--- config.mk ---
export PLATFORM = sky130hd
export DESIGN_NAME = lru_block_buffer_cache_unit_flat
export DESIGN_NICKNAME = d
export VERILOG_FILES = /design/src/rtl/lbbc_pkg.sv /design/src/rtl/lbbc_in_if.sv /design/src/rtl/lbbc_out_if.sv /design/src/rtl/lbbc_slot_store.sv /design/src/rtl/lru_block_buffer_cache_unit.sv /design/src/flat_wrapper.sv
export SDC_FILE = /design/constraint.sdc
export NUM_CORES = 2
export LEC_CHECK = 0
export BUFFER_PORTS_ARGS = -buffer_cell sky130_fd_sc_hd__clkbuf_2
export CAP_MARGIN = 20
export CELL_PAD_IN_SITES_DETAIL_PLACEMENT = 1
export CELL_PAD_IN_SITES_GLOBAL_PLACEMENT = 2
export CORE_MARGIN = 10
export CORE_UTILIZATION = 47
export CTS_CLUSTER_DIAMETER = 150
export CTS_CLUSTER_SIZE = 16
export DETAILED_ROUTE_END_ITERATION = 6
export PLACE_DENSITY_LB_ADDON = 0.25
export SYNTH_ARGS = -nofsm -noshare
export SYNTH_HDL_FRONTEND = slang
export SYNTH_SLANG_ARGS = --single-unit
export TNS_END_PERCENT = 30
--- constraint.sdc ---
create_clock -name clk -period 4.8 [get_ports clk]
set_input_delay 0.72 -clock clk [delete_from_list [all_inputs] [get_ports clk]]
set_output_delay 0.72 -clock clk [all_outputs]
set_load 0.02 [all_outputs]
--- src/rtl/lbbc_pkg.sv ---
// ----------------------------------------------------------------------------
// lbbc_pkg
// Shared types and constants of the block buffer cache: slot geometry,
// operation and status codes, sequencer states and slot store ports.
// ----------------------------------------------------------------------------
package lbbc_pkg;

	localparam int SLOT_COUNT = 32;
	localparam int SLOT_W     = (SLOT_COUNT > 1) ? $clog2(SLOT_COUNT) : 1;
	localparam int CNT_W      = SLOT_W + 1;

	localparam logic [7:0] COUNT_MAX = 8'd255;

	typedef enum logic [1:0] {
		OP_GET     = 2'd0,
		OP_RELEASE = 2'd1,
		OP_PIN     = 2'd2,
		OP_UNPIN   = 2'd3
	} op_t;

	typedef enum logic [1:0] {
		ST_OK     = 2'd0,
		ST_NOFREE = 2'd1,
		ST_UNDER  = 2'd2,
		ST_SAT    = 2'd3
	} status_t;

	typedef enum logic [1:0] {
		S_IDLE,
		S_READ,
		S_SCAN,
		S_APPLY
	} state_t;

	typedef struct packed {
		logic [SLOT_W-1:0] addr;
		logic              tag_en;
		logic [7:0]        dev;
		logic [31:0]       blk;
		logic              cnt_en;
		logic [7:0]        cnt;
		logic              cv_en;
		logic              stamp_en;
		logic [31:0]       stamp;
	} store_wr_t;

	typedef struct packed {
		logic [7:0]  dev;
		logic [31:0] blk;
		logic [7:0]  cnt;
		logic        cv;
		logic [31:0] stamp;
	} store_rd_t;

endpackage

--- src/rtl/lbbc_in_if.sv ---
// ----------------------------------------------------------------------------
// lbbc_in_if
// Request channel of the block buffer cache: valid/ready and the request.
// ----------------------------------------------------------------------------
interface lbbc_in_if;
	logic        valid;
	logic        ready;
	logic [1:0]  operation;
	logic [7:0]  device_id;
	logic [31:0] block_number;
	logic [4:0]  buffer_slot;
	logic [31:0] now_time;

	modport source (
		output valid, operation, device_id, block_number, buffer_slot, now_time,
		input  ready
	);
	modport sink (
		input  valid, operation, device_id, block_number, buffer_slot, now_time,
		output ready
	);
endinterface

--- src/rtl/lbbc_out_if.sv ---
// ----------------------------------------------------------------------------
// lbbc_out_if
// Result channel of the block buffer cache: valid/ready and the result.
// ----------------------------------------------------------------------------
interface lbbc_out_if;
	logic       valid;
	logic       ready;
	logic [4:0] slot_index;
	logic       was_hit;
	logic       needs_read;
	logic [7:0] ref_after;
	logic [1:0] status;

	modport source (
		output valid, slot_index, was_hit, needs_read, ref_after, status,
		input  ready
	);
	modport sink (
		input  valid, slot_index, was_hit, needs_read, ref_after, status,
		output ready
	);
endinterface

--- src/rtl/lbbc_slot_store.sv ---
// ----------------------------------------------------------------------------
// lbbc_slot_store
// Per-slot state: tag and stamp memories with written bits, reference
// counts and contents-valid bits; one write and one registered read a cycle.
// ----------------------------------------------------------------------------
module lbbc_slot_store (
	input  logic                             clk,
	input  logic                             arst_n,
	input  logic                             rd_en,
	input  logic [lbbc_pkg::SLOT_W-1:0]      rd_addr,
	output lbbc_pkg::store_rd_t              rd_data,
	input  lbbc_pkg::store_wr_t              wr
);

	logic [39:0] tag_mem   [lbbc_pkg::SLOT_COUNT];
	logic [31:0] stamp_mem [lbbc_pkg::SLOT_COUNT];

	logic [lbbc_pkg::SLOT_COUNT-1:0] tag_wr_q;
	logic [lbbc_pkg::SLOT_COUNT-1:0] stamp_wr_q;
	logic [lbbc_pkg::SLOT_COUNT-1:0] cv_q;
	logic [7:0]                      cnt_q [lbbc_pkg::SLOT_COUNT];

	logic [39:0] tag_rd_q;
	logic [31:0] stamp_rd_q;
	logic        tag_ok_q;
	logic        stamp_ok_q;
	logic [7:0]  cnt_rd_q;
	logic        cv_rd_q;

	// memories
	always_ff @(posedge clk) begin
		if (wr.tag_en) begin
			tag_mem[wr.addr] <= {wr.dev, wr.blk};
		end
		if (wr.stamp_en) begin
			stamp_mem[wr.addr] <= wr.stamp;
		end
		if (rd_en) begin
			tag_rd_q   <= tag_mem[rd_addr];
			stamp_rd_q <= stamp_mem[rd_addr];
		end
	end

	always_ff @(posedge clk or negedge arst_n) begin
		if (!arst_n) begin
			tag_wr_q   <= '0;
			stamp_wr_q <= '0;
			cv_q       <= '0;
			for (int i = 0; i < lbbc_pkg::SLOT_COUNT; i++) begin
				cnt_q[i] <= '0;
			end
			tag_ok_q   <= 1'b0;
			stamp_ok_q <= 1'b0;
			cnt_rd_q   <= '0;
			cv_rd_q    <= 1'b0;
		end else begin
			if (wr.tag_en) begin
				tag_wr_q[wr.addr] <= 1'b1;
			end
			if (wr.stamp_en) begin
				stamp_wr_q[wr.addr] <= 1'b1;
			end
			if (wr.cv_en) begin
				cv_q[wr.addr] <= 1'b1;
			end
			if (wr.cnt_en) begin
				cnt_q[wr.addr] <= wr.cnt;
			end
			if (rd_en) begin
				tag_ok_q   <= tag_wr_q[rd_addr];
				stamp_ok_q <= stamp_wr_q[rd_addr];
				cnt_rd_q   <= cnt_q[rd_addr];
				cv_rd_q    <= cv_q[rd_addr];
			end
		end
	end

	// unwritten entries read as zero
	always_comb begin
		rd_data.dev   = tag_ok_q ? tag_rd_q[39:32] : 8'd0;
		rd_data.blk   = tag_ok_q ? tag_rd_q[31:0] : 32'd0;
		rd_data.stamp = stamp_ok_q ? stamp_rd_q : 32'd0;
		rd_data.cnt   = cnt_rd_q;
		rd_data.cv    = cv_rd_q;
	end

endmodule

--- src/rtl/lru_block_buffer_cache_unit.sv ---
// ----------------------------------------------------------------------------
// lru_block_buffer_cache_unit
// Buffer cache of tagged slots with reference counts and LRU reclaim.
// ----------------------------------------------------------------------------
// usage:
//   req (sink) takes one request: operation, device_id, block_number,
//   buffer_slot, now_time. rsp (source) gives one result per request:
//   slot_index, was_hit, needs_read, ref_after, status.
//   a get walks every slot once through a single registered read port and
//   one tag/stamp compare; release, pin and unpin read one slot. req.ready
//   is high only while no request is in work, so a new request is taken
//   only once the last one is done; ready rises as its result is registered.
//   the result sits in an output register; a new request may be taken while
//   it waits, but that request's result is held back, with no state change,
//   until rsp.ready has taken the earlier one.
//   after reset all slots are tagged device 0 block 0, with zero counts,
//   zero stamps and contents invalid; no clearing pass is needed.
// ----------------------------------------------------------------------------
module lru_block_buffer_cache_unit (
	input  logic        clk,
	input  logic        arst_n,
	lbbc_in_if.sink     req,
	lbbc_out_if.source  rsp
);

	lbbc_pkg::state_t state_q, state_d;

	logic [1:0]  op_q;
	logic [7:0]  dev_q;
	logic [31:0] blk_q;
	logic [4:0]  slot_q;
	logic [31:0] now_q;

	logic [lbbc_pkg::CNT_W-1:0]  addr_q;
	logic                        pend_s1;
	logic [lbbc_pkg::SLOT_W-1:0] idx_s1;

	logic                        hit_q;
	logic [lbbc_pkg::SLOT_W-1:0] hit_idx_q;
	logic [7:0]                  hit_cnt_q;
	logic                        hit_cv_q;
	logic                        vic_q;
	logic [lbbc_pkg::SLOT_W-1:0] vic_idx_q;
	logic [31:0]                 best_q;

	logic                        rd_en;
	logic [lbbc_pkg::SLOT_W-1:0] rd_addr;
	lbbc_pkg::store_rd_t         rd_data;
	lbbc_pkg::store_wr_t         wr;

	logic       accept;
	logic       commit;
	logic       scan_end;
	logic       tag_match;
	logic       vic_take;
	logic       in_range;
	logic [4:0] res_slot;
	logic       res_hit;
	logic       res_read;
	logic [7:0] res_cnt;
	logic [1:0] res_st;

	logic       out_vld_q;
	logic [4:0] out_slot_q;
	logic       out_hit_q;
	logic       out_read_q;
	logic [7:0] out_cnt_q;
	logic [1:0] out_st_q;

	lbbc_slot_store u_store (
		.clk     (clk),
		.arst_n  (arst_n),
		.rd_en   (rd_en),
		.rd_addr (rd_addr),
		.rd_data (rd_data),
		.wr      (wr)
	);

	assign req.ready = (state_q == lbbc_pkg::S_IDLE);
	assign accept    = req.valid && req.ready;
	assign scan_end  = (addr_q == lbbc_pkg::CNT_W'(lbbc_pkg::SLOT_COUNT)) && !pend_s1;
	assign in_range  = ({27'd0, slot_q} < 32'(lbbc_pkg::SLOT_COUNT));

	// shared compare on the slot read back this cycle
	assign tag_match = pend_s1 && !hit_q && (rd_data.dev == dev_q) && (rd_data.blk == blk_q);
	assign vic_take  = pend_s1 && (rd_data.cnt == 8'd0) && (!vic_q || (rd_data.stamp <= best_q));

	always_ff @(posedge clk or negedge arst_n) begin
		if (!arst_n) begin
			state_q <= lbbc_pkg::S_IDLE;
		end else begin
			state_q <= state_d;
		end
	end

	always_comb begin
		state_d  = state_q;
		rd_en    = 1'b0;
		rd_addr  = addr_q[lbbc_pkg::SLOT_W-1:0];
		commit   = 1'b0;
		wr       = '0;
		wr.addr  = lbbc_pkg::SLOT_W'(slot_q);
		wr.stamp = now_q;
		wr.dev   = dev_q;
		wr.blk   = blk_q;
		res_slot = slot_q;
		res_hit  = 1'b0;
		res_read = 1'b0;
		res_cnt  = 8'd0;
		res_st   = lbbc_pkg::ST_OK;
		unique case (state_q)
			lbbc_pkg::S_IDLE: begin
				if (accept) begin
					if (req.operation == lbbc_pkg::OP_GET) begin
						state_d = lbbc_pkg::S_SCAN;
					end else begin
						state_d = lbbc_pkg::S_READ;
					end
				end
			end
			lbbc_pkg::S_READ: begin
				rd_en   = 1'b1;
				rd_addr = lbbc_pkg::SLOT_W'(slot_q);
				state_d = lbbc_pkg::S_APPLY;
			end
			lbbc_pkg::S_SCAN: begin
				rd_en = (addr_q < lbbc_pkg::CNT_W'(lbbc_pkg::SLOT_COUNT));
				if (scan_end) begin
					state_d = lbbc_pkg::S_APPLY;
				end
			end
			lbbc_pkg::S_APPLY: begin
				commit = !out_vld_q || rsp.ready;
				if (op_q == lbbc_pkg::OP_GET) begin
					if (hit_q) begin
						wr.addr  = hit_idx_q;
						wr.cv_en = 1'b1;
						res_slot = 5'(hit_idx_q);
						res_hit  = 1'b1;
						res_read = !hit_cv_q;
						if (hit_cnt_q == lbbc_pkg::COUNT_MAX) begin
							res_cnt = hit_cnt_q;
							res_st  = lbbc_pkg::ST_SAT;
						end else begin
							res_cnt   = hit_cnt_q + 8'd1;
							wr.cnt_en = 1'b1;
						end
					end else if (vic_q) begin
						wr.addr   = vic_idx_q;
						wr.tag_en = 1'b1;
						wr.cnt_en = 1'b1;
						wr.cv_en  = 1'b1;
						res_slot  = 5'(vic_idx_q);
						res_read  = 1'b1;
						res_cnt   = 8'd1;
					end else begin
						res_slot = 5'd0;
						res_st   = lbbc_pkg::ST_NOFREE;
					end
				end else if (in_range) begin
					if (op_q == lbbc_pkg::OP_PIN) begin
						if (rd_data.cnt == lbbc_pkg::COUNT_MAX) begin
							res_cnt = rd_data.cnt;
							res_st  = lbbc_pkg::ST_SAT;
						end else begin
							res_cnt   = rd_data.cnt + 8'd1;
							wr.cnt_en = 1'b1;
						end
					end else if (rd_data.cnt == 8'd0) begin
						res_st = lbbc_pkg::ST_UNDER;
					end else begin
						res_cnt     = rd_data.cnt - 8'd1;
						wr.cnt_en   = 1'b1;
						wr.stamp_en = (op_q == lbbc_pkg::OP_RELEASE) && (res_cnt == 8'd0);
					end
				end
				wr.cnt = res_cnt;
				if (!commit) begin
					wr.tag_en   = 1'b0;
					wr.cnt_en   = 1'b0;
					wr.cv_en    = 1'b0;
					wr.stamp_en = 1'b0;
				end else begin
					state_d = lbbc_pkg::S_IDLE;
				end
			end
			default: begin
				state_d = lbbc_pkg::S_IDLE;
			end
		endcase
	end

	// request capture
	always_ff @(posedge clk) begin
		if (accept) begin
			op_q   <= req.operation;
			dev_q  <= req.device_id;
			blk_q  <= req.block_number;
			slot_q <= req.buffer_slot;
			now_q  <= req.now_time;
		end
	end

	// scan sequencer and running hit / victim choice
	always_ff @(posedge clk or negedge arst_n) begin
		if (!arst_n) begin
			addr_q    <= '0;
			pend_s1   <= 1'b0;
			idx_s1    <= '0;
			hit_q     <= 1'b0;
			vic_q     <= 1'b0;
			hit_idx_q <= '0;
			hit_cnt_q <= '0;
			hit_cv_q  <= 1'b0;
			vic_idx_q <= '0;
			best_q    <= '0;
		end else if (accept) begin
			addr_q  <= '0;
			pend_s1 <= 1'b0;
			hit_q   <= 1'b0;
			vic_q   <= 1'b0;
		end else if (state_q == lbbc_pkg::S_SCAN) begin
			pend_s1 <= rd_en;
			idx_s1  <= addr_q[lbbc_pkg::SLOT_W-1:0];
			if (rd_en) begin
				addr_q <= addr_q + lbbc_pkg::CNT_W'(1);
			end
			if (tag_match) begin
				hit_q     <= 1'b1;
				hit_idx_q <= idx_s1;
				hit_cnt_q <= rd_data.cnt;
				hit_cv_q  <= rd_data.cv;
			end
			if (vic_take) begin
				vic_q     <= 1'b1;
				vic_idx_q <= idx_s1;
				best_q    <= rd_data.stamp;
			end
		end
	end

	// output register
	always_ff @(posedge clk or negedge arst_n) begin
		if (!arst_n) begin
			out_vld_q <= 1'b0;
		end else if (commit) begin
			out_vld_q <= 1'b1;
		end else if (rsp.ready) begin
			out_vld_q <= 1'b0;
		end
	end

	always_ff @(posedge clk) begin
		if (commit) begin
			out_slot_q <= res_slot;
			out_hit_q  <= res_hit;
			out_read_q <= res_read;
			out_cnt_q  <= res_cnt;
			out_st_q   <= res_st;
		end
	end

	assign rsp.valid      = out_vld_q;
	assign rsp.slot_index = out_slot_q;
	assign rsp.was_hit    = out_hit_q;
	assign rsp.needs_read = out_read_q;
	assign rsp.ref_after  = out_cnt_q;
	assign rsp.status     = out_st_q;

endmodule

--- src/flat_wrapper.sv ---
// flat-port wrapper written by rule: the top's interface ports become plain ports
module lru_block_buffer_cache_unit_flat 
  (clk, arst_n, req_valid, req_operation, req_device_id, req_block_number, req_buffer_slot, req_now_time, req_ready, rsp_valid, rsp_slot_index, rsp_was_hit, rsp_needs_read, rsp_ref_after, rsp_status, rsp_ready);
  lbbc_in_if req_i ();
  lbbc_out_if rsp_i ();
  input  logic clk;
  input  logic arst_n;
  input wire logic [$bits(req_i.valid)-1:0] req_valid;
  input wire logic [$bits(req_i.operation)-1:0] req_operation;
  input wire logic [$bits(req_i.device_id)-1:0] req_device_id;
  input wire logic [$bits(req_i.block_number)-1:0] req_block_number;
  input wire logic [$bits(req_i.buffer_slot)-1:0] req_buffer_slot;
  input wire logic [$bits(req_i.now_time)-1:0] req_now_time;
  output wire logic [$bits(req_i.ready)-1:0] req_ready;
  output wire logic [$bits(rsp_i.valid)-1:0] rsp_valid;
  output wire logic [$bits(rsp_i.slot_index)-1:0] rsp_slot_index;
  output wire logic [$bits(rsp_i.was_hit)-1:0] rsp_was_hit;
  output wire logic [$bits(rsp_i.needs_read)-1:0] rsp_needs_read;
  output wire logic [$bits(rsp_i.ref_after)-1:0] rsp_ref_after;
  output wire logic [$bits(rsp_i.status)-1:0] rsp_status;
  input wire logic [$bits(rsp_i.ready)-1:0] rsp_ready;
  assign req_i.valid = req_valid;
  assign req_i.operation = req_operation;
  assign req_i.device_id = req_device_id;
  assign req_i.block_number = req_block_number;
  assign req_i.buffer_slot = req_buffer_slot;
  assign req_i.now_time = req_now_time;
  assign req_ready = req_i.ready;
  assign rsp_valid = rsp_i.valid;
  assign rsp_slot_index = rsp_i.slot_index;
  assign rsp_was_hit = rsp_i.was_hit;
  assign rsp_needs_read = rsp_i.needs_read;
  assign rsp_ref_after = rsp_i.ref_after;
  assign rsp_status = rsp_i.status;
  assign rsp_i.ready = rsp_ready;
  lru_block_buffer_cache_unit u_core (.clk(clk), .arst_n(arst_n), .req(req_i), .rsp(rsp_i));
endmodule
* After elaboration in Yosys (flattened, before gate mapping)
Memory sizes are Yosys's and may differ from the RTL's. A register that Yosys moved wholly into a read port is not among the register bits.
Cells that the tools add are included.
** Operators by class
- Add/subtract/negate cells :: 4
- Magnitude comparators :: 8
- Equality and inequality tests :: 13
- Mux-type cells :: 83
- Bitwise gates (word level) :: 6
- Reduce and logical (&&, ||, !) cells :: 35
** Operator list (number)
- 256-bit bitwise mux :: 1
- 32-bit OR :: 3
- 8-bit two-way mux :: 10
- 32-bit two-way mux :: 2
- 8-bit binary-select mux with 5-bit select :: 1
- 8-bit demux with 5-bit select :: 1
- 1-bit two-way mux :: 38
- 6-bit two-way mux :: 6
- 32-bit == test :: 1
- 32-bit <= comparator :: 1
- 5-bit two-way mux :: 6
- 2-bit two-way mux :: 11
- 8-bit by 1-bit adder with 8-bit output, second input constant :: 2
- 8-bit == test, second input constant :: 2
- 8-bit zero test :: 2
- 1-bit binary-select mux with 5-bit select :: 3
- 6-bit greater-or-equal comparator, second input constant :: 2
- 5-bit by 6-bit less-than comparator with 1-bit output, second input constant :: 2
- 5-bit NOT with 6-bit output :: 2
- 11-bit two-way mux :: 1
- 1-bit logical AND :: 10
- 2-bit AND reduction :: 5
- 2-bit nonzero test :: 5
- 3-bit AND reduction :: 3
- 18 further kinds :: 29
** Storage, ports and cells
- Bits in registers :: 527
- Bits in writable memories :: 2304
- Input bits :: 83
- Output and inout port bits :: 19
- Logic and storage cells :: 212
- Memories kept :: 2
** Memories
- u_core.u_store.tag_mem :: depth 32, bits a word 40, rd ports 1, clocked after memory_dff 1, wr ports 1, line lbbc_slot_store.sv:15 : logic [39:0] tag_mem [lbbc_pkg::SLOT_COUNT];
- u_core.u_store.stamp_mem :: depth 32, bits a word 32, rd ports 1, clocked after memory_dff 1, wr ports 1, line lbbc_slot_store.sv:16 : logic [31:0] stamp_mem [lbbc_pkg::SLOT_COUNT];

* Logic depth before layout (Yosys ltp)
- Word-level depth :: 11
- Gate-level depth with buffers :: 14
- Depth with buffers taken out :: 10

* Hierarchy
A second synthesis with hierarchy kept.
** Unflattened totals
- Cells, all modules :: 5268
- Area total of the unflattened synthesis :: 114228.3 um^2
** Modules (own cells, without submodules)
- lbbc_slot_store :: instances 1, cells each 4642, area each 106253.2 um^2, seq. area each 80432.1 um^2
- lru_block_buffer_cache_unit :: instances 1, cells each 626, area each 7975.1 um^2, seq. area each 4584.4 um^2

* Worst setup path before layout
No wires, ideal clock.
- Path kind :: reg2reg
- From :: register u_core.state_q[0]
- To :: memory u_core.u_store.tag_mem[20][0], enable pin
- Library setup time :: 0.438 ns
- Arrival time :: 3.791 ns
- Required time :: 4.362 ns
- Path slack :: 0.570 ns
- Stages on the path, launching flop included :: 9
- Path buffers :: 1
- Clock period less this slack :: 4.230 ns
- Path through :: dfrtp_1 -> ha_1 -> or3b_4 -> nor2_4 -> o21ai_2 -> or2_1 -> buf_6 -> or3_1 -> nor2_1
** On the way
- Word-level cells in the longest chain between the ends :: 4
** Ends and longest elaborated chain
- start, declared :: line lru_block_buffer_cache_unit.sv:26 : lbbc_pkg::state_t state_q, state_d;
- start signal, assigned :: line lru_block_buffer_cache_unit.sv:90 : state_q <= lbbc_pkg::S_IDLE;
- start signal, assigned :: line lru_block_buffer_cache_unit.sv:92 : state_q <= state_d;
- 2-bit == test (*) :: line lru_block_buffer_cache_unit.sv:111 : unique case (state_q)
- 6-bit two-way mux (*) :: line lru_block_buffer_cache_unit.sv:111
- 1-bit two-way mux :: line lbbc_slot_store.sv:32 : if (wr.tag_en) begin
- 1-bit two-way mux (implied by the code) :: line lbbc_slot_store.sv:33 : tag_mem[wr.addr] <= {wr.dev, wr.blk};
- end, declared :: line lbbc_slot_store.sv:15
Mark *: on every way between the ends. The rest lies on a longest branch, timed or not.

* Worst setup path in the final report
- From :: register u_core.state_q[1]
- To :: register u_core.u_store.cnt_rd_q[1]
** On the way
- Word-level cells in the longest chain between the ends :: 6
- Elaborated cells between the ends (all ways) :: 8
- Those cells by class :: eq/ne: 2; mux: 5; bitwise: 1
** Ends and longest elaborated chain
- 2-bit by 1-bit == test with 1-bit output :: line lru_block_buffer_cache_unit.sv:111
- 5-bit two-way mux :: line lru_block_buffer_cache_unit.sv:111
- 5-bit NOT with 6-bit output (implied by the code) :: line lbbc_slot_store.sv:72 : cnt_rd_q <= cnt_q[rd_addr];
- 8-bit binary-select mux with 5-bit select :: line lbbc_slot_store.sv:72
- 8-bit two-way mux (implied by the code) (2 in series) :: line lbbc_slot_store.sv:72
- end signal, assigned :: line lbbc_slot_store.sv:72
- end, declared :: line lbbc_slot_store.sv:27 : logic [7:0] cnt_rd_q;
Several ways; a longest one is shown, not always the timed one. The select of a mux whose other input is x is not followed.
A chain may end at the register's enable or synchronous reset.

==> results.md <==
* Outcome: completed
* PwrDens at 307 mW/mm2
* Wire per inst at 33.9 um
* Synth top area cells: edfxtp_1 57%, dfrtp_1 8.4%, mux4_2 5.1%, a211oi_1 3.1%, a21oi_1 2.9%
* Final WL at 435000 um
* DRC viols at 0
* TritonRoute pass-1 iters at 6
* Worst min-delay path class: input pin to flip-flop
* TritonCTS clock tree: done
* Max-cap viol count at 0
* Clock Latency Late Sink at 0.93 ns
* Die area at 0.296 mm2
* Global-route wire length before repair at 634000 um
* Grt ovf at 0
* F_max at 237 MHz
* Most common cell after layout, fill and taps aside: edfxtp_1
* Relative slew slack at 21.1%
* Initial Utilization at 47.2%
* Post-DRT Antenna Nets at 0
* # setup viols final at 0
* Total CTS buffers at 207
* Cells on Worst Hold Path at 1
* Num ports at 102
* Yosys top cell area share at 57.5%
* RSZ-0062 raised after global routing: no
* Syn_nets at 9315
* Leakage at 48.4 nW
* Critical Path Sink Type: flip-flop
* Synth Flop Type: edfxtp_1
* Area delta synth->final at 10.5%
* Final core utilization at 52.1%
* Reg2Reg Depth at 10
* Number of synthesized flops with an enable pin at 2472
* Clk slew on worst S/H paths at 0.08 ns
* Die Y at 544 um
* CORE AREA at 0.274 mm2
* H-tree Lvls at 4
* Fin. Hold Viols at 0
* Worst R2R Start: u_core.state_q[1]
* R2R Path End: u_core.u_store.cnt_rd_q[1]
* Hold Path Sink: u_core.blk_q[2]
* Synth unique cells at 89
* Worst Skew at 0.0769 ns
* All-layer global routing usage at 28.6%
* Routed vias/inst at 6.78
* Crit path kind: flip-flop to flip-flop
* Ys async rst share at 14.8%
* Hold Startpoint: req_block_number[2]
* Number of port buffers at 101
* Root Driver: clkbuf_16
* Worst-margin pin slew at 1.18 ns
* Hold Slack at 0.0444 ns
* Post-Syn Instances at 9188
* HPWL Detailed at 240000 um
* Largest net degree at the start of global routing at 150
* Sink Count at 2903
* Worst Setup Start Kind: flip-flop
* Peak supply drop at 0.293 mV
* Dominant cell type by area after synthesis: edfxtp_1
* Die width at 544 um
* Share of cells above drive strength 1 at 16.4%
* Gpl congestion at 0.830
* Netlist Area Pre-Place at 0.129 mm2
* Final #Nets at 9279
* Post-layout min period at 4.22 ns
* Initial antenna violation count at 19
* CP Max Fanout at 72
* Drt first-iter violations at 9387
* Vias in the first global route at 90800
* FF-to-FF setup slack at 0.58 ns
* CP Data Arrival Time at 5.06 ns
* Critical Path RT at 5.64 ns
* Syn Area/Cell at 14.1 um2
* YS warnings at 0
* Period Utilization, post-route at 88.0%
* Sequential area share after synthesis at 65.8%
* Most frequent cells in the layout: 2472 x edfxtp_1, 760 x nand2_1, 746 x a21oi_1
* Max Slew Vio Count at 0
* Sum Neg Setup Slack at 0 ns
* Rows at 192
* Routed via count at 87000
* Yosys reg bits at 2903
* Clock Tree Buf Depth at 4
==> worst max path at each step <==
stage,slack (ns),from,end
5_1_grt,0.50,u_core.state_q[1],u_core.u_store.cnt_rd_q[1]
3_5_place_dp,0.65,u_core.addr_q[0],u_core.u_store.cnt_rd_q[1]
6_report,0.58,u_core.state_q[1],u_core.u_store.cnt_rd_q[1]
2_1_floorplan,0.57,u_core.state_q[0],u_core.u_store.tag_mem[20][0]
4_1_cts,0.70,u_core.state_q[0],u_core.u_store.stamp_mem[7][20]
3_3_place_gp,0.28,u_core.state_q[1],u_core.u_store.cnt_rd_q[5]
==> kinds of logic (layout without fill, tap and decap cells) <==
family	count (synthesis)	count (layout)	synth area share [%]
adders and majority gates	44	44	0.426
AOI/OAI and AO/OA	2763	2763	14.9
buffers and inverters	865	915	2.69
muxes	836	836	9.62
other	0	4	0
xor gates and xnor gates	18	18	0.122
DFF	2903	2903	65.8
and+or+nand+nor	1759	1759	6.45
==> layer usage <==
metal	up-vias	routed length (um)	part of all wire (%)	track usage [%]
li1	36000	-	-	-
met1	46500	181000	42	39.8
met2	3676	206000	47	46.1
met3	842	30800	7.1	3.92
met4	12	17500	4.0	10.3
met5	-	74	0.017	0
==> sequential cells by signal, indices dropped and copies added, names as in the netlist, 8 cells and up <==
signal / count
u_core.best_q: 32
u_core.blk_q: 32
u_core.dev_q: 8
u_core.hit_cnt_q: 8
u_core.now_q: 32
u_core.rsp.ref_after: 8
u_core.u_store.cnt_q: 256
u_core.u_store.cnt_rd_q: 8
u_core.u_store.cv_q: 32
u_core.u_store.stamp_mem: 1024
u_core.u_store.stamp_rd_q: 32
u_core.u_store.stamp_wr_q: 32
u_core.u_store.tag_mem: 1280
u_core.u_store.tag_rd_q: 40
u_core.u_store.tag_wr_q: 32
==> critical path: stages, from the launching register on <==
cell	delay [ns]
dfrtp_1	0.40
inv_1	0.16
ha_4	0.57
buf_4	0.38
buf_4	0.71
a211oi_1	0.11
a31oi_1	0.27
a21oi_1	0.07
o311ai_0	0.83
a32oi_1	0.35
a31oi_1	0.27
==> what timing repair did <==
action,4_1_cts,5_1_grt
hold buffers,69,0
buffers inserted,0,0
endpoints found under the hold margin,121,0
gates resized for setup,0,0
endpoints found under the setup margin,0,0
==> synthesized netlist by cell type, drive strengths merged (184+ instances only) <==
cell type and number:
mux4 292, o21ai 184, a21boi 440, dfrtp 431
clkbuf 561, a211oi 531, a21oi 747, buf 224
nand3 496, nand2 777, mux2 319, edfxtp 2472
mux2i 225
==> final cells by class <==
cell class | instances | area [um2]
clock inverter | 7 | 96.3
clock buffer | 288 | 5530
multi-input combinational | 5420 | 41300
sequential | 2903 | 85000
tap | 3589 | 4490
timing repair buffer | 540 | 5910
fill | 26200 | 131000
inverter | 80 | 333
antenna | 4 | 10.0
==> power breakdown <==
part / switching (mW) / total, mW / internal (mW) / leakage (nW)
Sequential: 0.0000000000000000224 / 27.0 / 27.0 / 28.2
Combinational: 0.105 / 0.171 / 0.0655 / 17.5
Clock: 8.67 / 16.7 / 8.00 / 2.71
Total: 8.77 / 43.8 / 35.0 / 48.4
==> through the flow <==
| step | worst slack (ns) | cells | total power, mW | instance area [um2] |
|---|---|---|---|---|
| global placement | 0.275 | 12400 | 27.7 | 136000 |
| CTS | 0.700 | 12800 | 44.1 | 142000 |
| finish | 0.576 | 12800 | 43.8 | 143000 |
| global route | 0.497 | 12800 | 45.1 | 143000 |
| floorplan | 0.570 | 9188 | 27.5 | 129000 |
| detailed placement | 0.654 | 12400 | 27.7 | 136000 |
No activity file was read; power rests on OpenSTA's default activity.
